--- src/rtl/core/page_framebuffer_with_refresh_stream_defines.svh ---
// Assertion macros for the page frame buffer.
// Define ASSERT_OFF to compile the checks out.
`ifndef PAGE_FRAMEBUFFER_WITH_REFRESH_STREAM_DEFINES_SVH
`define PAGE_FRAMEBUFFER_WITH_REFRESH_STREAM_DEFINES_SVH

`ifndef ASSERT_OFF
// The consequent must hold in the same cycle as the antecedent.
`define PGFB_ASSERT_IMP(label, clk, rst_n, ante, cons) \
    label: assert property (@(posedge clk) disable iff (!rst_n) (ante) |-> (cons)) \
        else $error("page frame buffer check failed");
// The consequent must hold in the cycle after the antecedent.
`define PGFB_ASSERT_NXT(label, clk, rst_n, ante, cons) \
    label: assert property (@(posedge clk) disable iff (!rst_n) (ante) |=> (cons)) \
        else $error("page frame buffer check failed");
`else
`define PGFB_ASSERT_IMP(label, clk, rst_n, ante, cons)
`define PGFB_ASSERT_NXT(label, clk, rst_n, ante, cons)
`endif

`endif

--- src/rtl/core/pgfb_pkg.sv ---
package pgfb_pkg;

    localparam int DEF_COLUMNS = 128;
    localparam int DEF_PAGES   = 8;

    // Refresh stream layout: three command bytes open each page.
    localparam int HEADER_LEN   = 3;
    localparam int IDX_PAGE_CMD = 0;
    localparam int IDX_COL_LOW  = 1;
    localparam int IDX_COL_HIGH = 2;

    localparam logic [7:0] CMD_PAGE         = 8'hB0;
    localparam logic [7:0] CMD_COL_HIGH     = 8'h10;
    localparam logic [7:0] CFG_OFFSET_RESET = 8'h02;

    typedef enum logic [1:0] {
        ACT_POINT   = 2'd0,
        ACT_COLUMN  = 2'd1,
        ACT_CLEAR   = 2'd2,
        ACT_REFRESH = 2'd3
    } t_action;

    // Commands from the controller to the datapath.
    typedef struct packed {
        logic load;      // capture the operands of an accepted request
        logic rd;        // read the store for a read-modify-write
        logic wr;        // write the merged byte back
        logic hi;        // address the second page of a draw column
        logic clr_wr;    // write zero at the sweep address and advance it
        logic ref_rd;    // read the store at the refresh position
        logic ref_load;  // load the output register and advance the refresh position
    } t_dp_cmd;

    // Status from the datapath to the controller.
    typedef struct packed {
        logic need_hi;     // draw column spills into a visible second page
        logic sweep_last;  // sweep address is at the last entry
        logic out_free;    // output register can take a new result this cycle
    } t_dp_sts;

endpackage

--- src/rtl/core/pgfb_ctrl.sv ---
module pgfb_ctrl
    import pgfb_pkg::*;
(
    input  logic       i_clk,
    input  logic       i_rst_n,
    input  logic       i_valid,
    input  logic [1:0] i_action,
    output logic       o_stall,
    output t_dp_cmd    o_cmd,
    input  t_dp_sts    i_sts
);

    typedef enum logic [7:0] {
        ST_CLR     = 8'b0000_0001,
        ST_IDLE    = 8'b0000_0010,
        ST_RD_LO   = 8'b0000_0100,
        ST_WR_LO   = 8'b0000_1000,
        ST_RD_HI   = 8'b0001_0000,
        ST_WR_HI   = 8'b0010_0000,
        ST_REF_RD  = 8'b0100_0000,
        ST_REF_OUT = 8'b1000_0000
    } t_state;

    t_state r_state;
    t_state n_state;

    always_ff @(posedge i_clk) begin
        if (!i_rst_n) begin
            r_state <= ST_CLR;
        end else begin
            r_state <= n_state;
        end
    end

    always_comb begin
        n_state = r_state;
        o_cmd   = '0;
        case (r_state)
            ST_IDLE: begin
                if (i_valid) begin
                    o_cmd.load = 1'b1;
                    case (t_action'(i_action))
                        ACT_POINT:   n_state = ST_RD_LO;
                        ACT_COLUMN:  n_state = ST_RD_LO;
                        ACT_CLEAR:   n_state = ST_CLR;
                        default:     n_state = ST_REF_RD;
                    endcase
                end
            end
            ST_RD_LO: begin
                o_cmd.rd = 1'b1;
                n_state  = ST_WR_LO;
            end
            ST_WR_LO: begin
                o_cmd.wr = 1'b1;
                n_state  = i_sts.need_hi ? ST_RD_HI : ST_IDLE;
            end
            ST_RD_HI: begin
                o_cmd.rd = 1'b1;
                o_cmd.hi = 1'b1;
                n_state  = ST_WR_HI;
            end
            ST_WR_HI: begin
                o_cmd.wr = 1'b1;
                o_cmd.hi = 1'b1;
                n_state  = ST_IDLE;
            end
            ST_CLR: begin
                o_cmd.clr_wr = 1'b1;
                if (i_sts.sweep_last) begin
                    n_state = ST_IDLE;
                end
            end
            ST_REF_RD: begin
                o_cmd.ref_rd = 1'b1;
                n_state      = ST_REF_OUT;
            end
            ST_REF_OUT: begin
                if (i_sts.out_free) begin
                    o_cmd.ref_load = 1'b1;
                    n_state        = ST_IDLE;
                end
            end
            default: begin
                n_state = ST_IDLE;
            end
        endcase
    end

    assign o_stall = (r_state != ST_IDLE);

endmodule

--- config.mk ---
export PLATFORM = sky130hd
export DESIGN_NAME = pgfb_ctrl
export DESIGN_NICKNAME = d
export VERILOG_FILES = /design/src/rtl/core/page_framebuffer_with_refresh_stream_defines.svh /design/src/rtl/core/pgfb_pkg.sv /design/src/rtl/core/pgfb_ctrl.sv
export SDC_FILE = /design/constraint.sdc
export NUM_CORES = 1
export LEC_CHECK = 0
export ABC_AREA = 0
export BUFFER_PORTS_ARGS = -buffer_cell sky130_fd_sc_hd__buf_2
export CAP_MARGIN = 30
export CELL_PAD_IN_SITES_DETAIL_PLACEMENT = 0
export CELL_PAD_IN_SITES_GLOBAL_PLACEMENT = 1
export CORE_UTILIZATION = 35
export CTS_CLUSTER_DIAMETER = 60
export DETAILED_ROUTE_END_ITERATION = 10
export PLACE_DENSITY_LB_ADDON = 0.1
export REMOVE_ABC_BUFFERS = 1
export SLEW_MARGIN = 25
export SYNTH_ARGS = -nofsm -noshare
export SYNTH_HDL_FRONTEND = slang
export SYNTH_SLANG_ARGS = --single-unit
--- constraint.sdc ---
create_clock -name i_clk -period 1.8 [get_ports i_clk]
set_clock_uncertainty 0.2 [all_clocks]
set_input_delay 0.27 -clock i_clk [delete_from_list [all_inputs] [get_ports i_clk]]
set_output_delay 0.27 -clock i_clk [all_outputs]
set_load 0.02 [all_outputs]
==> out/metrics.csv, run 1 <==
metric;value;unit
final slew viol count;0;
failing checks;setup timing;
final count of hold timing violations;0;
DRC viols;0;
DR vias;547;
CP Data Arrival Time;1.34;ns
fin crit share;101;%
sequential area share after synthesis;29.6;%
reg2reg path depth;5;
ordered cell list for the critical path;nor3_4 > and4b_4 > and2_4 > buf_6;
min Tclk post-route;1.81;ns
CTS tree;yes;
CP Class;flip-flop to primary output;
die height;41.3;um
number of synthesized flops with an enable pin;0;
Final GP Congestion;0.716;
DP Wirelength;938;um
Pleak;0.349;nW
core area;1370;um2
most frequent cells in the layout;buf_4 (16), buf_2 (8), nand2_1 (5);
asr flop ratio synth;0;%
# placed instances;91;
number of port buffers;15;
largest net degree at the start of global routing;10;
final std cells w/o fill;104;
largest registers;r_state x8;
Slew headroom;69.3;%
cell area after synthesis;542;um2
Diodes inserted;0;
First DRT Iteration DRCs;2;
Global Route Usage Sum;18.4;%
Avg WL per Cell;14.4;um
synth unique cells;30;
clk buf depth;2;
Cell Pwr Density;510;nW/um2
most common cell after layout, fill and taps aside;buf_4;
Starting Density;39.7;%
worst r2r src;r_state[0];
status;finished, violations left;
crit path to;o_cmd[6];
post-route antenna net violation count;0;
initial antenna violation count;0;
vias in the first global route;476;
CP max FO;5;
synthesis-stage register bit count;8;
Design Area, Final;840;um2
full die area;1710;um2
Warnings, synthesis;0;
Final WS setup;-0.0123;ns
TritonCTS Buffers;3;
critical path's largest stage delay;0.37;ns
Setup violations, final;1;
Worst Setup SP;r_state[7];
# clock sinks;8;
Reg clk slew, reported paths;0.05;ns
Worst setup SP type;flip-flop;
Clock Latency Late Sink;0.25;ns
# rows;13;
Top reg by flops;r_state;
DR vias/cell;5.26;
Primary FF master, synth;dfxtp_1;
1st-pass router iterations;3;
fin util;61.4;%
Worst R2R End;r_state[7];
aggregate global routing overflow;0;
root buf cell;clkbuf_4;
Post-Synthesis Cells;61;
P&R area growth vs syn;55.0;%
flop2flop setup slack;0.15;ns
slowest stage cell, crit path;dfxtp_4;
Die Wd;41.3;um
max reg flops;8;
Hold Path Class;input pin to flip-flop;
first-pass GRT wire length;1950;um
Setup crit end kind;primary output;
Max VDD drop;0.334;mV
layout cell share with drive strength beyond 1;65.2;%
final wirelength;1500;um
max_cap viols;0;
Syn Area/Cell;8.88;um2
Max H-tree Level;1;
placed cell area;628;um2
Slew @ Worst Pin;0.460;ns
fmax;0.552;GHz
NumNets Final;99;
CP Data Required Time;1.33;ns
unrepaired setup endpoints after global routing;true;
Top Ports;16;
-- synth_stat cells (2+ instances only) --
master	number	area share (%)
dfxtp_1	8	30
nand2_1	7	4.9
nor3_1	7	6.5
nor2_1	5	3.5
inv_1	3	2.1
xnor2_1	3	4.9
buf_6	2	4.2
nand4b_1	2	3.2
nor4_1	2	2.3
o21ai_0	2	1.8
-- through the flow --
step / power [mW] / TNS [ns] / worst slack, ns / hold WS (ns)
after floorplan: 0.239 / 0 / 0.0608 / 0.146
after global placement: 0.264 / 0 / 0.0714 / 0.283
after detailed placement: 0.264 / 0 / 0.106 / 0.284
after CTS: 0.412 / -0.0221 / -0.0221 / 0.00356
after global routing: 0.447 / -0.119 / -0.0572 / 0.0129
final: 0.429 / -0.0123 / -0.0123 / 0.0176
-- kinds of logic after synthesis --
kind of cell | share of synthesized area, %
simple gates | 41.6
flops | 29.6
buf+inv | 8.31
xor+xnor | 6.47
compound gates | 14.1
-- worst min path at each step --
stage,slack [ns],end,from,cells after the start
after floorplan,0.15,r_state[2],i_action[1],1
after global placement,0.28,r_state[2],i_action[1],2
after detailed placement,0.28,r_state[2],i_action[1],2
after CTS,0.004,r_state[2],i_action[1],2
after global routing,0.01,r_state[2],i_action[1],2
final,0.02,r_state[2],i_action[1],2
-- area by class of cell --
| cell class | instances | area [um2] |
|---|---|---|
| well taps | 15 | 18.8 |
| clock buffers | 3 | 22.5 |
| inverters | 4 | 15.0 |
| flip-flops and latches | 8 | 176 |
| repair buffers | 28 | 205 |
| fillers | 120 | 527 |
| multi-input cells | 46 | 402 |
-- worst max-delay path: cells and delay by family, from the launching register on --
kind / cells / cell delay, ns
DFF: 1 / 0.37
and+or+nand+nor: 3 / 0.61
buffers and inverters: 1 / 0.11
-- power breakdown --
group          switching, mW  internal, mW
clock network         0.0614        0.0763
logic                 0.0499        0.0516
registers             0.0102         0.179
total                  0.122         0.307
-- repair_timing --
| action | 4_1_cts | 5_1_grt |
|---|---|---|
| buffers inserted | 4 | 6 |
| endpoints found under the setup margin | 8 | 8 |
| pin swaps | 11 | 8 |
| hold buffers | 0 | 0 |
| gates resized for setup | 18 | 17 |
-- routing by layer --
metal  track usage, %  up-vias  routed length, um
met5                0        -                  0
li1                 -      279                  -
met2             29.3       12                738
met4             9.68        0                  6
met1             23.7      254                709
met3             3.19        2                 43
(Power assumes the default switching activity.)
==> run 2: changes to the inputs <==
CORE_UTILIZATION = 38   (was 35)
CTS_BUF_LIST = sky130_fd_sc_hd__clkbuf_4   (was not set)
PLACE_DENSITY = 0.89   (was not set)
PLACE_DENSITY_LB_ADDON = not set   (was 0.1)
==> run 2 against run 1 <==
The flow still finishes with violations (setup timing). Flip-flop and latch count unchanged. Maximum frequency decreased by 0.39%. Critical path depth unchanged. Core utilization increased by 0.57 points. Cell count decreased by 0.96%. Register-to-register slack worse by 0.03 ns. Routed wire length decreased by 11%. Combinational power down 13%. Worst setup slack got worse by 0.0070 ns. Die area shrank 7.5%. Via count shrank 1.3%.
==> out/metrics.csv, run 2 (same netlist as run 1, synthesis figures left out) <==
metric;value;unit;change
status;finished, violations left;;
failing checks;setup timing;;
Top Layer Used;met3;;
DR vias/cell;5.24;;-0.32%
vias in the first global route;420;;-12%
1st-pass router iterations;4;;+1
First DRT Iteration DRCs;1;;-1
final std cells w/o fill;103;;-0.96%
metal2 WL;648;um;-12%
CTS tree;yes;;
Max VDD drop;0.360;mV;+7.6%
number of port buffers;15;;unchanged
# rows;13;;unchanged
first-pass GRT wire length;1770;um;-9.2%
unrepaired setup endpoints after global routing;true;;
clk buf depth;2;;unchanged
Worst setup SP type;flip-flop;;
final count of hold timing violations;0;;unchanged
CP max FO;3;;-2
hold slack;0.0233;ns;+0.00564 ns
Max H-tree Level;1;;unchanged
Final WS setup;-0.0193;ns;-0.00701 ns
Slew @ Worst Pin;0.473;ns;+0.0132 ns
max reg flops;8;;unchanged
Die Wd;39.8;um;-3.8%
TritonCTS Buffers;3;;unchanged
Cell Pwr Density;507;nW/um2;-0.77%
fmax;0.550;GHz;-0.39%
Avg WL per Cell;13.0;um;-9.7%
DP Wirelength;852;um;-9.1%
Overall Power;0.414;mW;-3.4%
most common cell after layout, fill and taps aside;buf_4;;
largest net degree at the start of global routing;10;;unchanged
Diodes inserted;0;;unchanged
Hold Path Class;input pin to flip-flop;;
final wirelength;1340;um;-11%
Pleak;0.347;nW;-0.60%
largest registers;r_state x8;;
aggregate global routing overflow;0;;unchanged
max_cap viols;0;;unchanged
Global Route Usage Sum;17.0;%;-1.5 points
Setup crit end kind;primary output;;
die height;39.8;um;-3.8%
root buf cell;clkbuf_4;;
most frequent cells in the layout;buf_4 (16), buf_2 (8), nand2_1 (5);;
min Tclk post-route;1.82;ns;+0.00701 ns
DR vias;540;;-1.3%
DRC viols;0;;unchanged
CP Data Arrival Time;1.35;ns;about the same
setup TNS;-0.0193;ns;-0.00701 ns
full die area;1580;um2;-7.5%
post-route antenna net violation count;0;;unchanged
CP Data Required Time;1.33;ns;about the same
# placed instances;91;;unchanged
CP Class;flip-flop to primary output;;
Starting Density;41.1;%;+1.5 points
final slew viol count;0;;unchanged
NumNets Final;98;;-1.0%
ordered cell list for the critical path;nor3_4 > and4b_4 > and2_4 > buf_6;;
critical path's largest stage delay;0.36;ns;about the same
Final GP Congestion;0.724;;+1.0%
P&R area growth vs syn;50.8;%;
Setup violations, final;1;;unchanged
fin crit share;101;%;+0.39 points
# clock sinks;8;;unchanged
FILL cells;105;;-13%
core area;1320;um2;-3.6%
Clock Latency Late Sink;0.25;ns;about the same
slowest stage cell, crit path;dfxtp_4;;
Top Ports;16;;unchanged
layout cell share with drive strength beyond 1;64.8;%;-0.40 points
Top reg by flops;r_state;;
Reg clk slew, reported paths;0.05;ns;about the same
Slew headroom;68.4;%;-0.88 points
flop2flop setup slack;0.12;ns;-0.03 ns
initial antenna violation count;0;;unchanged
routed wl met3;34;um;-21%
met1 WL;655;um;-7.6%
## run 2: cell count changes in the layout (fill, tap and decap cells not counted), sizes merged
cell  previous run  this run
buf             28        27
## run 2: worst paths after layout
| kind | from | cells after the start | to |
|---|---|---|---|
| worst min register to register | r_state[3] | 3 | r_state[5] |
| worst max register to register | r_state[3] | 5 | r_state[5] |
| worst max-delay path | r_state[3] | 4 | o_cmd[6] |
| worst min-delay path | i_action[1] | 2 | r_state[2] |
## run 2: where the power goes
group	internal [mW]	switching, mW	total (mW)
registers	0.177	0.0103	0.188
clock network	0.0763	0.0613	0.138
logic	0.0421	0.0464	0.0885
total	0.296	0.118	0.414
## run 2: area by class of cell
cell class                      instances  area (um2)  area share, %
Multi-Input combinational cell         46         387           47.3
Timing Repair Buffer                   27         194           23.7
Sequential cell                         8         180           22.1
Clock buffer                            3        22.5           2.76
Tap cell                               15        18.8           2.30
Inverter                                4        15.0           1.84
## run 2: repair_timing
item                                    CTS  global route
resized for setup                        15            19
hold buffers                              0             0
setup buffers                             7             2
pin swaps                                 7             6
endpoints found under the setup margin    8             8
## run 2: per-layer routing
metal	vias up	global-route usage [%]
met4	0	5.17
met1	250	23.2
li1	281	-
met2	9	27.5
met5	-	0
met3	0	1.70
## run 2: critical path: cells and delay by family (launching register included)
family	cells	cell delay (ns)
buffers and inverters	1	0.11
DFF	1	0.36
and+or+nand+nor	3	0.64
## run 2: through the flow
step,setup slack [ns],utilization [%],area (um2)
final,-0.0193,62.0,817
after global routing,-0.0820,62.0,817
after CTS,-0.0196,56.3,742
after detailed placement,0.119,47.7,628
after global placement,0.102,47.7,628
after floorplan,0.0608,-,512
==> run 3: changes to the inputs <==
ABC_AREA = 1   (was 0)
CAP_MARGIN = 40   (was 30)
CORE_UTILIZATION = 36   (was 38)
GPL_TIMING_DRIVEN = 0   (was not set)
PLACE_DENSITY = 0.88   (was 0.89)
==> run 3 against run 2 <==
The flow now finishes without violations. Design area shrank 10%. Routed wire length shrank 15%. Critical path type unchanged. Largest power group unchanged. Cell count grew 15%. Total power is 0.56% higher. Worst setup slack better by 0.082 ns. Flip-flop and latch count stayed put.
==> out/metrics.csv, run 3 <==
metric;value;unit;change
final slew viol count;0;;unchanged
cell family with most CP delay;simple AND/OR/NAND/NOR gates;;
worst r2r src;r_state[5];;
Avg WL per Cell;9.67;um;-26%
initial antenna violation count;0;;unchanged
Post-Synthesis Cells;81;;+33%
root buf cell;clkbuf_4;;
Bufs and invs on worst path;2;;+1
Sw Share;28.4;%;-0.086 points
CTS tree;yes;;
most frequent cells in the layout;nand2_1 (16), buf_2 (13), nor2_1 (12);;
1st-pass router iterations;3;;-1
Worst Setup SP;r_state[5];;
status;completed;;
Die Wd;41.5;um;+4.4%
layout cell share with drive strength beyond 1;50.5;%;-14 points
vias in the first global route;520;;+24%
complex-gate fraction of the synthesized area;0.891;%;-13 points
Clock Latency Late Sink;0.24;ns;about the same
max reg flops;8;;unchanged
fin util;53.1;%;-8.9 points
Overall Power;0.416;mW;+0.56%
# rows;13;;unchanged
largest family of logic cells by synthesized area;simple AND/OR/NAND/NOR gates;;
full die area;1720;um2;+9.0%
post-synthesis xor/xnor area fraction;0;%;-6.5 points
sequential share of power;44.9;%;-0.5 points
Hold Path Class;input pin to flip-flop;;
Reg clk slew, reported paths;0.05;ns;about the same
Syn Area/Cell;6.94;um2;-22%
hold slack;0.0186;ns;-0.00468 ns
CP Data Required Time;1.33;ns;about the same
Worst setup SP type;flip-flop;;
Setup violations, final;0;;-1
crit path to;o_cmd[4];;
GRT met2 Usage;23.1;%;-4.3 points
unrepaired setup endpoints after global routing;true;;
DR vias;555;;+2.8%
first-pass GRT wire length;1980;um;+12%
sequential area share after synthesis;28.5;%;-1.1 points
critical path's largest stage delay;0.33;ns;-0.03 ns
Top reg by flops;r_state;;
Clk pwr share;30.9;%;-2.4 points
Slew @ Worst Pin;0.257;ns;-0.216 ns
combinational cell fraction of total power;24.1;%;+2.7 points
sw power;0.118;mW;+0.25%
final count of hold timing violations;0;;unchanged
number of port buffers;15;;unchanged
count leader, synth;nand2_1;;
fmax;0.576;GHz;+4.7%
CP Data Arrival Time;1.27;ns;-0.08 ns
synth unique cells;17;;-43%
DR vias/cell;4.70;;-10%
flop2flop setup slack;0.32;ns;+0.20 ns
reg2reg path depth;9;;+4
Design Area, Final;734;um2;-10%
min Tclk post-route;1.74;ns;-0.0821 ns
P_int;0.298;mW;+0.68%
Yosys top cell by area;dfxtp_1;;
met1 GRT Util;19.0;%;-4.2 points
number of synthesized flops with an enable pin;0;;unchanged
DRC viols;0;;unchanged
Synth top cells by count;nand2_1 (16), nor2_1 (13), inv_2 (9);;
Warnings, synthesis;0;;unchanged
Worst R2R End;r_state[5];;
Max VDD drop;0.307;mV;-15%
largest net degree at the start of global routing;7;;-3
GR Util met3;1.30;%;-0.40 points
largest registers;r_state x8;;
core area;1380;um2;+4.9%
post-route antenna net violation count;0;;unchanged
final wirelength;1140;um;-15%
Post-Synth Adder-Cell Area;0;%;unchanged
CP Class;flip-flop to primary output;;
Slew headroom;82.8;%;+14 points
gr busiest metal;met2;;
ordered cell list for the critical path;inv_2 > nand2_2 > nor2_4 > nand2_1 > nand2_1 > buf_2;;
P&R area growth vs syn;30.7;%;
Pleak;0.382;nW;+10%
synthesis-stage register bit count;8;;unchanged
max_cap viols;0;;unchanged
Global Route Usage Sum;14.7;%;-2.2 points
Synth top area share;28.5;%;-1.1 points
placed cell area;656;um2;+4.4%
DP Wirelength;941;um;+10%
# clock sinks;8;;unchanged
NumNets Final;113;;+15%
Max H-tree Level;1;;unchanged
Worst Min Path Start;i_action[1];;
TritonCTS Buffers;3;;unchanged
Primary FF master, synth;dfxtp_1;;
Top Ports;16;;unchanged
Synth Area in Simple Gates;60.6;%;+19 points
Setup crit end kind;primary output;;
die height;41.5;um;+4.4%
most common cell after layout, fill and taps aside;nand2_1;;
First DRT Iteration DRCs;9;;+8
aggregate global routing overflow;0;;unchanged
most used cell, CP;nand2_1;;
Diodes inserted;0;;unchanged
cell area after synthesis;562;um2;+3.7%
fin crit share;96.5;%;-4.6 points
Final GP Congestion;0.778;;+7.4%
clk buf depth;2;;unchanged
Cell Pwr Density;567;nW/um2;+12%
asr flop ratio synth;0;%;unchanged
Starting Density;40.6;%;-0.49 points
mux contribution to synthesized area;0;%;unchanged
CP max FO;5;;+2
CP Depth;6;;+2
Synth area leaders;dfxtp_1 (29%), nand2_1 (11%), nand3_2 (8.9%), nor2_1 (8.7%), inv_2 (6.0%);;
slowest stage cell, crit path;dfxtp_2;;
run 3: cell count changes in the layout (fill, tap and decap cells not counted), sizes merged, moves of 4 or more:
cell / before / now
nor2: 5 / 18
nand2: 7 / 21
inv: 4 / 15
buf: 27 / 19
nand3: 1 / 10
nor3: 9 / 5
run 3: final cells by class:
type | count | area [um2]
inverter | 15 | 56.3
timing repair buffer | 19 | 110
multi-input combinational | 58 | 365
sequential | 8 | 161
tap | 15 | 18.8
clock buffer | 3 | 22.5
fill | 147 | 648
run 3: cells by family (layout without fill, tap and decap cells):
logic type / Yosys count / in the layout
AOI/OAI and AO/OA: 1 / 1
and+or+nand+nor: 57 / 57
buffers and inverters: 15 / 37
DFF: 8 / 8
run 3: through the flow:
step / worst slack (ns) / std cells / setup TNS, ns
5_1_grt: -0.0243 / 118 / -0.0551
3_3_place_gp: 0.333 / 111 / 0
2_1_floorplan: 0.238 / 81 / 0
4_1_cts: 0.0281 / 114 / 0
6_report: 0.0628 / 118 / 0
3_5_place_dp: 0.305 / 111 / 0
run 3: how the worst min path moves through the flow:
stage / endpoint / slack (ns) / cells after the start
global placement: r_state[2] / 0.28 / 2
detailed placement: r_state[2] / 0.28 / 2
floorplan: r_state[2] / 0.14 / 1
finish: r_state[2] / 0.02 / 2
global route: r_state[2] / 0.01 / 2
CTS: r_state[2] / 0.01 / 2
run 3: power groups by stage:
stage	clock [mW]	sequential [mW]	combinational (mW)
floorplan	0	0.190	0.0666
global placement	0	0.190	0.0890
detailed placement	0	0.190	0.0900
CTS	0.136	0.187	0.0905
global route	0.149	0.187	0.111
finish	0.129	0.187	0.100
run 3: what timing repair did:
action / 4_1_cts / 5_1_grt
hold buffers: 0 / 0
setup buffers: 0 / 4
endpoints found under the setup margin: 0 / 4
resized for setup: 0 / 7
hold endpoints to repair: 0 / 0
run 3: per-layer routing:
layer  routed length [um]  vias to the layer above
li1                     -                      298
met1                  570                      241
met2                  519                       14
met3                   36                        2
met4                   14                        0
met5                    0                        -
